[src/hdl/apdu_report_framer_deframer_unit_assert.svh]
// ----------------------------------------------------------------------------
// apdu framer/deframer assertion macros
// concurrent checks that compile away when NO_ASSERTIONS is set
// ----------------------------------------------------------------------------
`ifndef APDU_REPORT_FRAMER_DEFRAMER_UNIT_ASSERT_SVH
`define APDU_REPORT_FRAMER_DEFRAMER_UNIT_ASSERT_SVH

`ifndef NO_ASSERTIONS

`define APDUFD_ASSERT_ALWAYS(lbl, clk, rst_n, cond, msg) \
    lbl: assert property (@(posedge clk) disable iff (!rst_n) (cond)) else $error(msg);

`define APDUFD_ASSERT_IMPL(lbl, clk, rst_n, ante, cons, msg) \
    lbl: assert property (@(posedge clk) disable iff (!rst_n) (ante) |-> (cons)) \
        else $error(msg);

`define APDUFD_ASSERT_NEXT(lbl, clk, rst_n, ante, cons, msg) \
    lbl: assert property (@(posedge clk) disable iff (!rst_n) (ante) |=> (cons)) \
        else $error(msg);

`else

`define APDUFD_ASSERT_ALWAYS(lbl, clk, rst_n, cond, msg)
`define APDUFD_ASSERT_IMPL(lbl, clk, rst_n, ante, cons, msg)
`define APDUFD_ASSERT_NEXT(lbl, clk, rst_n, ante, cons, msg)

`endif

`endif

[src/hdl/apdufd_pkg.sv]
// ----------------------------------------------------------------------------
// apdufd_pkg
// word types, result kinds and report layout for the apdu framer/deframer
// ----------------------------------------------------------------------------
`timescale 1ns / 1ps
`default_nettype none

package apdufd_pkg;

    // operation codes
    localparam logic OP_CMD = 1'b0;
    localparam logic OP_RX  = 1'b1;

    // result kinds
    localparam logic [1:0] KIND_REPORT = 2'd0;
    localparam logic [1:0] KIND_DATA   = 2'd1;
    localparam logic [1:0] KIND_DONE   = 2'd2;
    localparam logic [1:0] KIND_ERROR  = 2'd3;

    // report byte offsets
    localparam int OFS_TIMEOUT = 0;
    localparam int OFS_PCB     = 1;
    localparam int OFS_LEN     = 3;
    localparam int OFS_PAYLOAD = 4;

    // pcb bits and the skip marker
    localparam logic [7:0] PCB_SEQ  = 8'h40;
    localparam logic [7:0] PCB_MORE = 8'h20;
    localparam logic [7:0] PCB_SKIP = 8'hCC;

    // register map
    localparam int         PADDR_W     = 3;
    localparam logic       REG_TIMEOUT = 1'b0;

    typedef struct packed {
        logic       operation;
        logic [7:0] data_byte;
        logic       cmd_last;
    } t_in_word;

    typedef struct packed {
        logic [1:0]  out_kind;
        logic [7:0]  out_byte;
        logic [15:0] status_word;
        logic [15:0] resp_length;
        logic        out_last;
    } t_out_word;

    // what one received byte gives
    typedef struct packed {
        logic        data_en;
        logic [7:0]  data_byte;
        logic        fin_en;
        logic [1:0]  fin_kind;
        logic [15:0] status_word;
        logic [15:0] resp_length;
    } t_rx_evt;

endpackage

`default_nettype wire

[src/hdl/apdufd_rx_track.sv]
// ----------------------------------------------------------------------------
// apdufd_rx_track
// follows received reports byte by byte, holds back the last two payload
// bytes and reports data release and response completion
// ----------------------------------------------------------------------------
`timescale 1ns / 1ps
`default_nettype none

module apdufd_rx_track #(
    parameter int REPORT_BYTES  = 64,
    parameter int BLOCK_PAYLOAD = 60
) (
    input  wire logic              i_clk,
    input  wire logic              i_rst_n,
    input  wire logic              i_take,
    input  wire logic [7:0]        i_byte,
    output apdufd_pkg::t_rx_evt    o_evt
);
    import apdufd_pkg::*;

    localparam int PW = $clog2(REPORT_BYTES);
    localparam int FW = $clog2(BLOCK_PAYLOAD + 1);

    logic [PW-1:0] r_pos;
    logic [7:0]    r_ctrl;
    logic [FW-1:0] r_len;
    logic [7:0]    r_held0;
    logic [7:0]    r_held1;
    logic [15:0]   r_total;

    logic          payload_hit;
    logic          at_end;
    logic          fin_en;
    logic [15:0]   n_total;
    logic [7:0]    n_held0;
    logic [7:0]    n_held1;
    logic [FW-1:0] len_clamped;

    always_comb begin
        payload_hit = (int'(r_pos) >= OFS_PAYLOAD) && (r_ctrl != PCB_SKIP) &&
                      (int'(r_pos) < int'(r_len) + OFS_PAYLOAD);
        at_end      = (r_pos == PW'(REPORT_BYTES - 1));
        fin_en      = at_end && (r_ctrl != PCB_SKIP) && ((r_ctrl & PCB_MORE) == 8'h00);
        n_total     = r_total;
        n_held0     = r_held0;
        n_held1     = r_held1;
        if (payload_hit) begin
            n_held0 = r_held1;
            n_held1 = i_byte;
            if (r_total != 16'hFFFF) begin
                n_total = r_total + 16'd1;
            end
        end
        if (int'(i_byte) > BLOCK_PAYLOAD) begin
            len_clamped = FW'(BLOCK_PAYLOAD);
        end else begin
            len_clamped = FW'(i_byte);
        end

        o_evt.data_en   = payload_hit && (r_total >= 16'd2);
        o_evt.data_byte = r_held0;
        o_evt.fin_en    = fin_en;
        if (n_total >= 16'd2) begin
            o_evt.fin_kind    = KIND_DONE;
            o_evt.status_word = {n_held0, n_held1};
            o_evt.resp_length = n_total - 16'd2;
        end else begin
            o_evt.fin_kind    = KIND_ERROR;
            o_evt.status_word = '0;
            o_evt.resp_length = '0;
        end
    end

    always_ff @(posedge i_clk) begin
        if (!i_rst_n) begin
            r_pos   <= '0;
            r_ctrl  <= '0;
            r_len   <= '0;
            r_total <= '0;
        end else if (i_take) begin
            if (r_pos == PW'(OFS_PCB)) begin
                r_ctrl <= i_byte;
            end
            if (r_pos == PW'(OFS_LEN)) begin
                r_len <= len_clamped;
            end
            r_held0 <= n_held0;
            r_held1 <= n_held1;
            if (at_end) begin
                r_pos   <= '0;
                r_total <= fin_en ? 16'd0 : n_total;
            end else begin
                r_pos   <= r_pos + PW'(1);
                r_total <= n_total;
            end
        end
    end

endmodule

`default_nettype wire

[src/hdl/apdu_report_framer_deframer_unit.sv]
// ----------------------------------------------------------------------------
// apdu_report_framer_deframer_unit
// cuts command bytes into fixed-size reports and reassembles received
// reports into response data, status word and length
// ----------------------------------------------------------------------------
// channel   dir  handshake                words
// in        in   i_in_valid / o_in_stall  t_in_word, one byte per word
// out       out  o_out_valid / i_out_stall t_out_word, one result per word
// apb       in   psel/penable/pready      timeout_code at byte address 0
//
// a byte that closes no block is taken while idle; a received byte that ends a
// response with data pending gives a data word and then a completion word
// a closed block streams REPORT_BYTES words from the payload memory, input
// stalled meanwhile
// reset is synchronous and clears control state only, no clearing pass
// a stall on the output holds the whole block until the word is taken
// ----------------------------------------------------------------------------
`timescale 1ns / 1ps
`default_nettype none

module apdu_report_framer_deframer_unit #(
    parameter int REPORT_BYTES  = 64,
    parameter int BLOCK_PAYLOAD = 60
) (
    input  wire logic                          i_clk,
    input  wire logic                          i_rst_n,
    input  wire logic                          i_in_valid,
    output logic                               o_in_stall,
    input  wire apdufd_pkg::t_in_word          i_in_word,
    output logic                               o_out_valid,
    input  wire logic                          i_out_stall,
    output apdufd_pkg::t_out_word              o_out_word,
    input  wire logic                          psel,
    input  wire logic                          penable,
    input  wire logic                          pwrite,
    input  wire logic [apdufd_pkg::PADDR_W-1:0] paddr,
    input  wire logic [31:0]                   pwdata,
    output logic [31:0]                        prdata,
    output logic                               pready
);
    import apdufd_pkg::*;

    `include "apdu_report_framer_deframer_unit_assert.svh"

    localparam int PW = $clog2(REPORT_BYTES);
    localparam int FW = $clog2(BLOCK_PAYLOAD + 1);
    localparam int AW = $clog2(BLOCK_PAYLOAD);
    localparam logic [PW-1:0] LAST_IDX = PW'(REPORT_BYTES - 1);

    typedef enum logic [1:0] {
        S_IDLE,
        S_TX,
        S_RX_DONE
    } t_state;

    t_state        r_state;
    logic [7:0]    r_timeout;
    logic [FW-1:0] r_fill;
    logic [7:0]    r_block;
    logic          r_toggle;
    logic [7:0]    r_pcb;
    logic [FW-1:0] r_len;
    logic [PW-1:0] r_idx;
    logic          r_out_valid;
    t_out_word     r_out;
    t_out_word     r_pend;
    logic [7:0]    r_rdata;

    logic [7:0]    mem [BLOCK_PAYLOAD];

    t_rx_evt       rx_evt;
    t_out_word     fin_word;
    logic          out_free;
    logic          in_acc;
    logic          cmd_acc;
    logic          rx_acc;
    logic          fill_room;
    logic [FW-1:0] fill_next;
    logic          full_next;
    logic          send_now;
    logic          more;
    logic [7:0]    pcb;
    logic          tx_emit;
    logic [PW-1:0] n_idx;
    logic          rd_en;
    logic [AW-1:0] rd_addr;
    logic [7:0]    tx_byte;
    logic          cfg_wr;

    assign out_free    = !r_out_valid || !i_out_stall;
    assign o_in_stall  = !((r_state == S_IDLE) && out_free);
    assign in_acc      = i_in_valid && !o_in_stall;
    assign cmd_acc     = in_acc && (i_in_word.operation == OP_CMD);
    assign rx_acc      = in_acc && (i_in_word.operation == OP_RX);
    assign o_out_valid = r_out_valid;
    assign o_out_word  = r_out;
    assign pready      = 1'b1;
    assign cfg_wr      = psel && penable && pwrite && (paddr[2] == REG_TIMEOUT);
    assign prdata      = (paddr[2] == REG_TIMEOUT) ? {24'd0, r_timeout} : 32'd0;

    always_comb begin
        fill_room = (r_fill < FW'(BLOCK_PAYLOAD));
        fill_next = r_fill + FW'(fill_room);
        full_next = (fill_next == FW'(BLOCK_PAYLOAD));
        send_now  = cmd_acc && (i_in_word.cmd_last || full_next);
        more      = !i_in_word.cmd_last && full_next;
        pcb       = (r_toggle ? PCB_SEQ : 8'h00) + (more ? PCB_MORE : 8'h00) + r_block;
        tx_emit   = (r_state == S_TX) && out_free;

        // read address follows the index of the next word so the data lines up
        if (send_now) begin
            n_idx = '0;
        end else if (tx_emit) begin
            n_idx = r_idx + PW'(1);
        end else begin
            n_idx = r_idx;
        end
        rd_en   = (int'(n_idx) >= OFS_PAYLOAD) && (int'(n_idx) < BLOCK_PAYLOAD + OFS_PAYLOAD);
        rd_addr = AW'(n_idx - PW'(OFS_PAYLOAD));

        priority if (r_idx == PW'(OFS_TIMEOUT)) begin
            tx_byte = r_timeout;
        end else if (r_idx == PW'(OFS_PCB)) begin
            tx_byte = r_pcb;
        end else if (r_idx == PW'(OFS_LEN)) begin
            tx_byte = 8'(r_len);
        end else if ((int'(r_idx) >= OFS_PAYLOAD) &&
                     (int'(r_idx) < int'(r_len) + OFS_PAYLOAD)) begin
            tx_byte = r_rdata;
        end else begin
            tx_byte = 8'h00;
        end

        fin_word.out_kind    = rx_evt.fin_kind;
        fin_word.out_byte    = 8'h00;
        fin_word.status_word = rx_evt.status_word;
        fin_word.resp_length = rx_evt.resp_length;
        fin_word.out_last    = 1'b1;
    end

    apdufd_rx_track #(
        .REPORT_BYTES  (REPORT_BYTES),
        .BLOCK_PAYLOAD (BLOCK_PAYLOAD)
    ) u_rx_track (
        .i_clk   (i_clk),
        .i_rst_n (i_rst_n),
        .i_take  (rx_acc),
        .i_byte  (i_in_word.data_byte),
        .o_evt   (rx_evt)
    );

    // payload memory
    always_ff @(posedge i_clk) begin
        if (cmd_acc && fill_room) begin
            mem[AW'(r_fill)] <= i_in_word.data_byte;
        end
        if (rd_en) begin
            r_rdata <= mem[rd_addr];
        end
    end

    always_ff @(posedge i_clk) begin
        if (!i_rst_n) begin
            r_state     <= S_IDLE;
            r_timeout   <= '0;
            r_fill      <= '0;
            r_block     <= '0;
            r_toggle    <= 1'b0;
            r_idx       <= '0;
            r_out_valid <= 1'b0;
        end else begin
            if (cfg_wr) begin
                r_timeout <= pwdata[7:0];
            end
            if (out_free) begin
                r_out_valid <= 1'b0;
            end
            r_idx <= n_idx;
            unique case (r_state)
                S_IDLE: begin
                    if (cmd_acc) begin
                        r_fill <= fill_next;
                        if (send_now) begin
                            r_pcb    <= pcb;
                            r_len    <= fill_next;
                            r_fill   <= '0;
                            r_block  <= i_in_word.cmd_last ? 8'h00 : r_block + 8'h01;
                            r_toggle <= i_in_word.cmd_last ? 1'b0 : !r_toggle;
                            r_state  <= S_TX;
                        end
                    end
                    if (rx_acc) begin
                        if (rx_evt.data_en) begin
                            r_out_valid          <= 1'b1;
                            r_out.out_kind       <= KIND_DATA;
                            r_out.out_byte       <= rx_evt.data_byte;
                            r_out.status_word    <= '0;
                            r_out.resp_length    <= '0;
                            r_out.out_last       <= !rx_evt.fin_en;
                            if (rx_evt.fin_en) begin
                                r_pend  <= fin_word;
                                r_state <= S_RX_DONE;
                            end
                        end else if (rx_evt.fin_en) begin
                            r_out_valid <= 1'b1;
                            r_out       <= fin_word;
                        end
                    end
                end
                S_TX: begin
                    if (out_free) begin
                        r_out_valid       <= 1'b1;
                        r_out.out_kind    <= KIND_REPORT;
                        r_out.out_byte    <= tx_byte;
                        r_out.status_word <= '0;
                        r_out.resp_length <= '0;
                        r_out.out_last    <= (r_idx == LAST_IDX);
                        if (r_idx == LAST_IDX) begin
                            r_state <= S_IDLE;
                        end
                    end
                end
                S_RX_DONE: begin
                    if (out_free) begin
                        r_out_valid <= 1'b1;
                        r_out       <= r_pend;
                        r_state     <= S_IDLE;
                    end
                end
                default: begin
                    r_state <= S_IDLE;
                end
            endcase
        end
    end

    // input is held off for the whole report
    `APDUFD_ASSERT_IMPL(a_tx_stalls_input, i_clk, i_rst_n, r_state == S_TX, o_in_stall, "input taken during report")
    // fill count never passes the block size
    `APDUFD_ASSERT_ALWAYS(a_fill_bound, i_clk, i_rst_n, r_fill <= FW'(BLOCK_PAYLOAD), "fill count out of range")
    // last report word returns to idle
    `APDUFD_ASSERT_NEXT(a_tx_end, i_clk, i_rst_n, tx_emit && (r_idx == LAST_IDX), r_state == S_IDLE, "report did not end")
    // a pending completion always sits behind a data word
    `APDUFD_ASSERT_IMPL(a_pend_behind_data, i_clk, i_rst_n, r_state == S_RX_DONE, r_out_valid, "completion pending without data word")

endmodule

`default_nettype wire
[config.mk]
export PLATFORM = sky130hd
export DESIGN_NAME = apdu_report_framer_deframer_unit
export DESIGN_NICKNAME = d
export VERILOG_FILES = /design/src/hdl/apdufd_pkg.sv /design/src/hdl/apdufd_rx_track.sv /design/src/hdl/apdu_report_framer_deframer_unit.sv
export VERILOG_INCLUDE_DIRS = /design/src /design/src/hdl
export SDC_FILE = /design/constraint.sdc
export NUM_CORES = 1
export LEC_CHECK = 0
export BUFFER_PORTS_ARGS = -buffer_cell sky130_fd_sc_hd__buf_2
export CAP_MARGIN = 0
export CORE_MARGIN = 2
export CORE_UTILIZATION = 52
export DETAILED_ROUTE_END_ITERATION = 16
export HOLD_SLACK_MARGIN = 0.06
export PLACE_DENSITY = 0.69
export SYNTH_ARGS = -nofsm -noshare
export SYNTH_HDL_FRONTEND = slang
export SYNTH_SLANG_ARGS = --single-unit
[constraint.sdc]
create_clock -name i_clk -period 15.1 [get_ports i_clk]
set_input_delay 0.755 -clock i_clk [delete_from_list [all_inputs] [get_ports i_clk]]
set_output_delay 0.755 -clock i_clk [all_outputs]
set_load 0.1 [all_outputs]
# ---- After elaboration in Yosys (flattened, before gate mapping)
# Memory sizes are Yosys's and may differ from the RTL's. A register that Yosys moved wholly into a read port is not among the register bits.
# Cells that the tools add are included.
dict set report classes {
  bitwise 2
  addsub 11
  n_mux 44
  n_reduce_logical 39
  order_cmp 9
  eq_ne 16
}
# operator count
set op_table {}
lappend op_table {{$mux W43} 5}
lappend op_table {{$pmux W43 S3} 1}
lappend op_table {{$mux W16} 4}
lappend op_table {{$mux W8} 8}
lappend op_table {{$mux W6} 6}
lappend op_table {{$mux W33} 1}
lappend op_table {{$ge A16 B2 Y1 const B} 2}
lappend op_table {{$lt A7 B32 Y1} 1}
lappend op_table {{$eq A6 B6 Y1 const B} 3}
lappend op_table {{$ge A6 B3 Y1 const B} 3}
lappend op_table {{$logic_and A1 B1 Y1} 17}
lappend op_table {{$add A16 B1 Y16 const B} 1}
lappend op_table {{$mux W2} 8}
lappend op_table {{$ne A16 B16 Y1 const B} 1}
lappend op_table {{$sub A16 B2 Y16 const B} 1}
lappend op_table {{$add A6 B3 Y7 const B} 2}
lappend op_table {{$add A6 B1 Y6 const B} 2}
lappend op_table {{$eq A6 B1 Y1 const B} 2}
lappend op_table {{$eq A6 B2 Y1 const B} 2}
lappend op_table {{$add A7 B6 Y8} 1}
lappend op_table {{$add A8 B1 Y8 const B} 1}
lappend op_table {{$add A8 B8 Y8} 1}
lappend op_table {{$gt A8 B6 Y1 const B} 1}
lappend op_table {{$logic_not A8 Y1} 1}
lappend op_table {{26 further kinds} 46}
dict set report totals {
  register_bits 175
  n_memories 1
  ramBits 480
  elab_cells 145
}
# memory words width read_ports rd_clocked_by_memory_dff write_ports line_no
set memory_table {}
lappend memory_table {mem 60 8 1 1 1 apdu_report_framer_deframer_unit.sv:69} ;# logic [7:0] mem [BLOCK_PAYLOAD];

# ---- Logic depth before layout (Yosys ltp)
dict set report depth {
  word_depth 12
  ltp_mapped 19
  ltp_nobuf 14
}

# ---- Cells and area by module
# A second synthesis with hierarchy kept.
dict set report hier_totals {
  hier_cells 2167
  hier_area_um2 29281.8
}
# module area_each_um2 n_inst seq_area_each_um2 cells_each
set by_module_without_submodules {}
lappend by_module_without_submodules {apdu_report_framer_deframer_unit 25713.4 1 18027.3 1766}
lappend by_module_without_submodules {apdufd_rx_track 3568.4 1 1201.2 401}

# ---- Worst setup path after synthesis
# Ideal clock, no wire load.
dict set report synth_path {
  path_kind {flip-flop to flip-flop}
  start {register u_rx_track.r_len[2]}
  end {register r_out (netlist bit o_out_word[0]) (enable)}
  stages_incl_launch_ff 12
  synth_period_minus_slack_ns 9.745
  path_buffers 1
  arrival_ns 9.070
  required_ns 14.425
  slack_ns 5.355
  cell_sequence {dfxtp_1 > ha_1 > inv_1 > ha_1 > o21a_1 > o2111ai_1 > or2_2 > clkbuf_1 > nand2_1 > a31oi_1 > o21ai_0 > a2111oi_0}
}
dict set report synth_via {
  elab_chain_len 6
}
# element line_no
set synth_rtl {}
lappend synth_rtl {{start, declared} apdufd_rx_track.sv:26} ;# logic [FW-1:0] r_len;
lappend synth_rtl {{start signal, assigned} apdufd_rx_track.sv:85} ;# r_len <= len_clamped;
lappend synth_rtl {{$add A6 B3 Y7} apdufd_rx_track.sv:41} ;# (int'(r_pos) < int'(r_len) + OFS_PAYLOAD);
lappend synth_rtl {{$lt A7 B32 Y1} apdufd_rx_track.sv:41}
lappend synth_rtl {{$logic_and A1 B1 Y1} apdufd_rx_track.sv:40} ;# payload_hit = (int'(r_pos) >= OFS_PAYLOAD) && (r_ctrl != PCB_SKIP) &&
lappend synth_rtl {{$logic_and A1 B1 Y1} apdufd_rx_track.sv:60} ;# o_evt.data_en = payload_hit && (r_total >= 16'd2);
lappend synth_rtl {{$ne A3 B2 Y1 (no source line)} --}
lappend synth_rtl {{$reduce_and A6 Y1 (no source line)} --}
lappend synth_rtl {{end signal, assigned} apdu_report_framer_deframer_unit.sv:206} ;# r_out <= fin_word;
lappend synth_rtl {{end signal, assigned} apdu_report_framer_deframer_unit.sv:226} ;# r_out <= r_pend;
lappend synth_rtl {{end, declared} apdu_report_framer_deframer_unit.sv:65} ;# t_out_word r_out;
# Every way passes these cells.
# A chain may end at the register's enable or synchronous reset.

# ---- Worst setup path in the final report
dict set report layout_path {
  start {register r_fill[3]}
  end {register r_rdata[2] (read register of mem), data pin}
}
dict set report layout_via {
  elab_chain_len 7
}
# element line_no
set layout_rtl {}
lappend layout_rtl {{start, declared} apdu_report_framer_deframer_unit.sv:58} ;# logic [FW-1:0] r_fill;
lappend layout_rtl {{start signal, assigned} apdu_report_framer_deframer_unit.sv:182} ;# r_fill <= fill_next;
lappend layout_rtl {{$lt A6 B6 Y1 *} apdu_report_framer_deframer_unit.sv:102} ;# fill_room = (r_fill < FW'(BLOCK_PAYLOAD));
lappend layout_rtl {{$add A6 B1 Y6 *} apdu_report_framer_deframer_unit.sv:103} ;# fill_next = r_fill + FW'(fill_room);
lappend layout_rtl {{net fill_next[1]} apdu_report_framer_deframer_unit.sv:78} ;# logic [FW-1:0] fill_next;
lappend layout_rtl {{$eq A6 B6 Y1 *} apdu_report_framer_deframer_unit.sv:104} ;# full_next = (fill_next == FW'(BLOCK_PAYLOAD));
lappend layout_rtl {{$logic_or A1 B1 Y1 *} apdu_report_framer_deframer_unit.sv:105} ;# send_now = cmd_acc && (i_in_word.cmd_last || full_next);
lappend layout_rtl {{$logic_and A1 B1 Y1 *} apdu_report_framer_deframer_unit.sv:105}
lappend layout_rtl {{$mux W6 *} apdu_report_framer_deframer_unit.sv:111} ;# if (send_now) begin
lappend layout_rtl {{$sub A6 B3 Y6 / $ge A6 B3 Y1 (equally long branches)} {apdu_report_framer_deframer_unit.sv:119, apdu_report_framer_deframer_unit.sv:118}}
lappend layout_rtl {{end, declared} apdu_report_framer_deframer_unit.sv:67} ;# logic [7:0] r_rdata;
# The timed path passes the listed nets; every way through them passes the cells marked *.

==> qor.json <==
{
  "worst_hold_startpoint": "pwdata[3]",
  "drt-total-wl_um": 76100,
  "max-vdd-ir-drop_v": 0.000119,
  "start_util": 0.526,
  "syn2layout_area_growth_pct": 11.2,
  "path_common_cell": "ha_1",
  "share_of_cell_area_taken_by_muxes_after_synthesis": 0.0265,
  "core-area_mm2": 0.0538,
  "vias": 19500,
  "worst_path_largest_cell_delay_ns": 0.76,
  "floorplan_die_height_um": 237,
  "place.gp.congestion": 0.883,
  "num_cts_buffers": 69,
  "filler_cells_inserted": 4290,
  "detail_route.drc_violations": 0,
  "post_synth_inst_count": 2281,
  "criticalPathCategory": "reg -> reg",
  "adder_cell_area_share_of_the_yosys_netlist": 0.0144,
  "maxSlewHeadroom": 0.172,
  "dr.first_iter.drc_count": 2405,
  "clockPowerShare": 0.422,
  "cap_violations": 0,
  "grt_use_total": 0.267,
  "worst-slew-pin-transition_ns": 1.23,
  "route.detailed.vias_per_inst": 6.32,
  "placed_area_mm2": 0.0293,
  "synthSimpleGateAreaFrac": 0.127,
  "post_route_cells_drive_above_1_share": 0.110,
  "post-route-period-util": 0.384,
  "grt_pass1_wl_um": 113000,
  "synth_sequential_area_ratio": 0.679,
  "synthesized_area_per_cell_um2": 12.4,
  "full_die_area_mm2": 0.0563,
  "yosysUniqueCellTypes": 88,
  "syn-cell-area_mm2": 0.0283,
  "leakage_nw": 10.7,
  "worstHoldPathType": "in -> reg",
  "post_cts_hold_buffer_count": 0,
  "power.density_cell_area_mw_per_mm2": 123,
  "detailedRoute.firstPassIterationCount": 8,
  "grt_ovf": 0,
  "worst-endpoint-required_ns": 15.48,
  "cp-end-kind": "flip-flop",
  "ant_nets_after_route": 0,
  "critPathSlowestCell": "dfxtp_1",
  "routedWlPerCell_um": 24.6,
  "cts_max_path_buffers": 3,
  "summed_negative_setup_slack_over_all_endpoints_ns": 0,
  "cts.repair_timing.setup_buffer_count": 0,
  "tritoncts_clock_tree": "yes",
  "post-dp-hpwl_um": 46000,
  "combPwrFrac": 0.062,
  "clk_latency_ns": 0.61,
  "number_of_core_rows": 85,
  "largest_net_degree_at_the_start_of_global_routing": 68,
  "synth-async-reset-ratio": 0,
  "dieWidth_um": 237,
  "htreeDepth": 3,
  "cts.sink_count": 662,
  "ys_seq_elements": 662,
  "finalHoldViolations": 0,
  "path_cells": "nand4_1 > ha_1 > ha_1 > nor4bb_1 > a41oi_1 > a21o_1 > nand2_1 > ha_1 > buf_4 > inv_1 > buf_4 > nor2_1 > o221ai_1 > a31oi_1 > nor4_1 > a211oi_1",
  "synth-main-ff-cell": "edfxtp_1",
  "grt_antenna_before_repair": 0,
  "power.share.switching": 0.231,
  "period_needed_ns": 5.80,
  "cts.repair.resized": 0,
  "cp_data_arrival_time_ns": 6.19,
  "seqPwrFrac": 0.517,
  "timing.critical_path.from_type": "flip-flop",
  "clkSlewWorstSetupHoldPaths_ns": 0.06,
  "cts_root_buffer": "clkbuf_16",
  "yosysWarnings": 0,
  "finalNetCount": 2425,
  "timing.clock.skew_ns": 0.0216,
  "via_count_of_the_first_global_routing_pass": 18500,
  "setup_viol": 0,
  "port_buffers": 78,
  "maxSlewViolCount": 0,
  "yosys.area_share.xor_xnor": 0.0149,
  "synth_compound_gate_area_share": 0.107,
  "status": "completed",
  "maxClockFrequency_mhz": 172,
  "critical_path.reg2reg.startpoint": "r_fill[3]$_SDFFE_PN0P_",
  "number_of_enable_type_register_cells_in_the_synthesized_netlist": 594,
  "timing.critical_path.fanout_max": 48,
  "net-switching-power_mw": 0.897,
  "ios": 130,
  "critical_path.startpoint": "r_fill[3]$_SDFFE_PN0P_",
  "rsz0062_at_grt": "no",
  "intPower_mw": 2.98,
  "final_area_mm2": 0.0315,
  "synth_top_family_by_area": "simple AND/OR/NAND/NOR gates"
}
## worst max-delay path: cells and delay by family (launching register included)
family	cells	cell delay, ns
AND/OR/NAND/NOR	5	1.34
AO/OA/AOI/OAI	5	1.43
flip-flops	1	0.76
buffers and inverters	3	1.29
adder cells (fa/ha/maj)	3	0.74
## flip-flops by register name (all words and copies together), names as in the netlist
signal,flops
u_rx_track.r_len,6
r_state,2
mem,480
u_rx_track.r_ctrl,8
o_out_word,43
r_fill,6
r_timeout,8
r_rdata,8
o_out_valid,1
r_pend,33
r_idx,6
r_pcb,8
u_rx_track.r_held1,8
r_block,8
u_rx_track.r_held0,8
r_len,6
r_toggle,1
u_rx_track.r_pos,6
u_rx_track.r_total,16
## worst paths after layout
path | end | slack [ns] | cells after the start
setup reg to reg | r_rdata[2]$_DFFE_PP_ | 9.30 | 16
setup / recovery | r_rdata[2]$_DFFE_PP_ | 9.30 | 16
hold reg to reg | r_timeout[1]$_SDFFE_PN0P_ | 0.47 | 2
hold / removal | r_timeout[3]$_SDFFE_PN0P_ | 0.40 | 3
## stage by stage
| stage | setup WS (ns) | hold slack, ns | utilization | power, mW | instances |
|---|---|---|---|---|---|
| 2_1_floorplan | 5.36 | 0.442 | - | 2.19 | 2304 |
| 3_3_place_gp | 9.62 | 0.452 | 0.545 | 2.27 | 2966 |
| 3_5_place_dp | 9.62 | 0.469 | 0.545 | 2.28 | 2966 |
| 4_1_cts | 9.61 | 0.376 | 0.584 | 3.89 | 3092 |
| 5_1_grt | 9.18 | 0.398 | 0.584 | 3.97 | 3092 |
| 6_report | 9.30 | 0.395 | 0.584 | 3.87 | 3093 |
## cell usage after synthesis, drive strengths merged, types with 5 or more instances
cell type | n | area (µm²)
nor4 | 16 | 115
o2111ai | 5 | 50.0
clkbuf | 100 | 375
a31oi | 33 | 206
edfxtp | 594 | 17800
mux2i | 66 | 661
nand2b | 9 | 68.8
a21oi | 105 | 529
nand4 | 20 | 125
ha | 31 | 388
and2 | 9 | 56.3
o211ai | 6 | 45.0
a22oi | 18 | 135
buf | 55 | 333
o221ai | 27 | 236
nand3 | 75 | 375
nor3 | 43 | 254
nor2 | 224 | 843
o21ai | 118 | 591
nand2 | 327 | 1230
a22o | 7 | 61.3
and3 | 15 | 93.8
a221oi | 11 | 96.3
inv | 44 | 165
a311oi | 6 | 52.6
dfxtp | 68 | 1360
o22ai | 51 | 319
a211oi | 18 | 140
xnor2 | 27 | 236
a21o | 10 | 75.1
xor2 | 21 | 184
a41oi | 5 | 43.8
o32ai | 7 | 61.3
or4 | 5 | 37.5
nor2b | 14 | 87.6
or3 | 13 | 81.3
or2 | 9 | 56.3
## area by class of cell
| class | count | area, µm² | area share |
|---|---|---|---|
| Timing Repair Buffer | 121 | 713 | 0.0227 |
| Clock inverter | 35 | 269 | 0.00855 |
| Antenna cell | 1 | 2.50 | 0.0000796 |
| Clock buffer | 91 | 1870 | 0.0596 |
| Tap cell | 696 | 871 | 0.0277 |
| Multi-Input combinational cell | 1442 | 8360 | 0.266 |
| Inverter | 45 | 169 | 0.00537 |
| Sequential cell | 662 | 19200 | 0.610 |
## per-layer routing
metal / GRT usage / wire length, µm
met1: 0.362 / 30200
met2: 0.429 / 35400
met3: 0.0489 / 7370
met4: 0.107 / 3070
met5: 0 / 0
## cells by family after synthesis
| kind of cell | Yosys count |
|---|---|
| and+or+nand+nor | 798 |
| DFF | 662 |
| AOI/OAI and AO/OA | 467 |
| buffers and inverters | 200 |
| muxes | 72 |
| xor gates and xnor gates | 48 |
| adders and majority gates | 32 |
| other | 2 |
## cells in the final DEF (no fill, tap or decap), drive strengths merged, types with 11 or more instances in the layout
master and instances:
a221oi 11, nor2b 14, and3 15, o22ai 51, conb 25, nand4 20, buf 121, nand2 327
nor4 16, xor2 21, edfxtp 594, a21oi 105, a31oi 33, dfxtp 68, a22oi 18, or3 13
inv 47, clkbuf 91, o21ai 118, ha 31, o221ai 27, nand3 75, a211oi 18, xnor2 27
clkinv 25, nor3 43, mux2i 66, nor2 224
## power groups by stage
stage | Clock [mW] | Combinational (mW) | Sequential (mW)
after CTS | 1.65 | 0.236 | 2.00
after global routing | 1.72 | 0.251 | 2.00
after floorplan | 0 | 0.138 | 2.06
after global placement | 0 | 0.229 | 2.04
final | 1.63 | 0.238 | 2.00
after detailed placement | 0 | 0.235 | 2.04
Power figures use the tool's default switching activity.
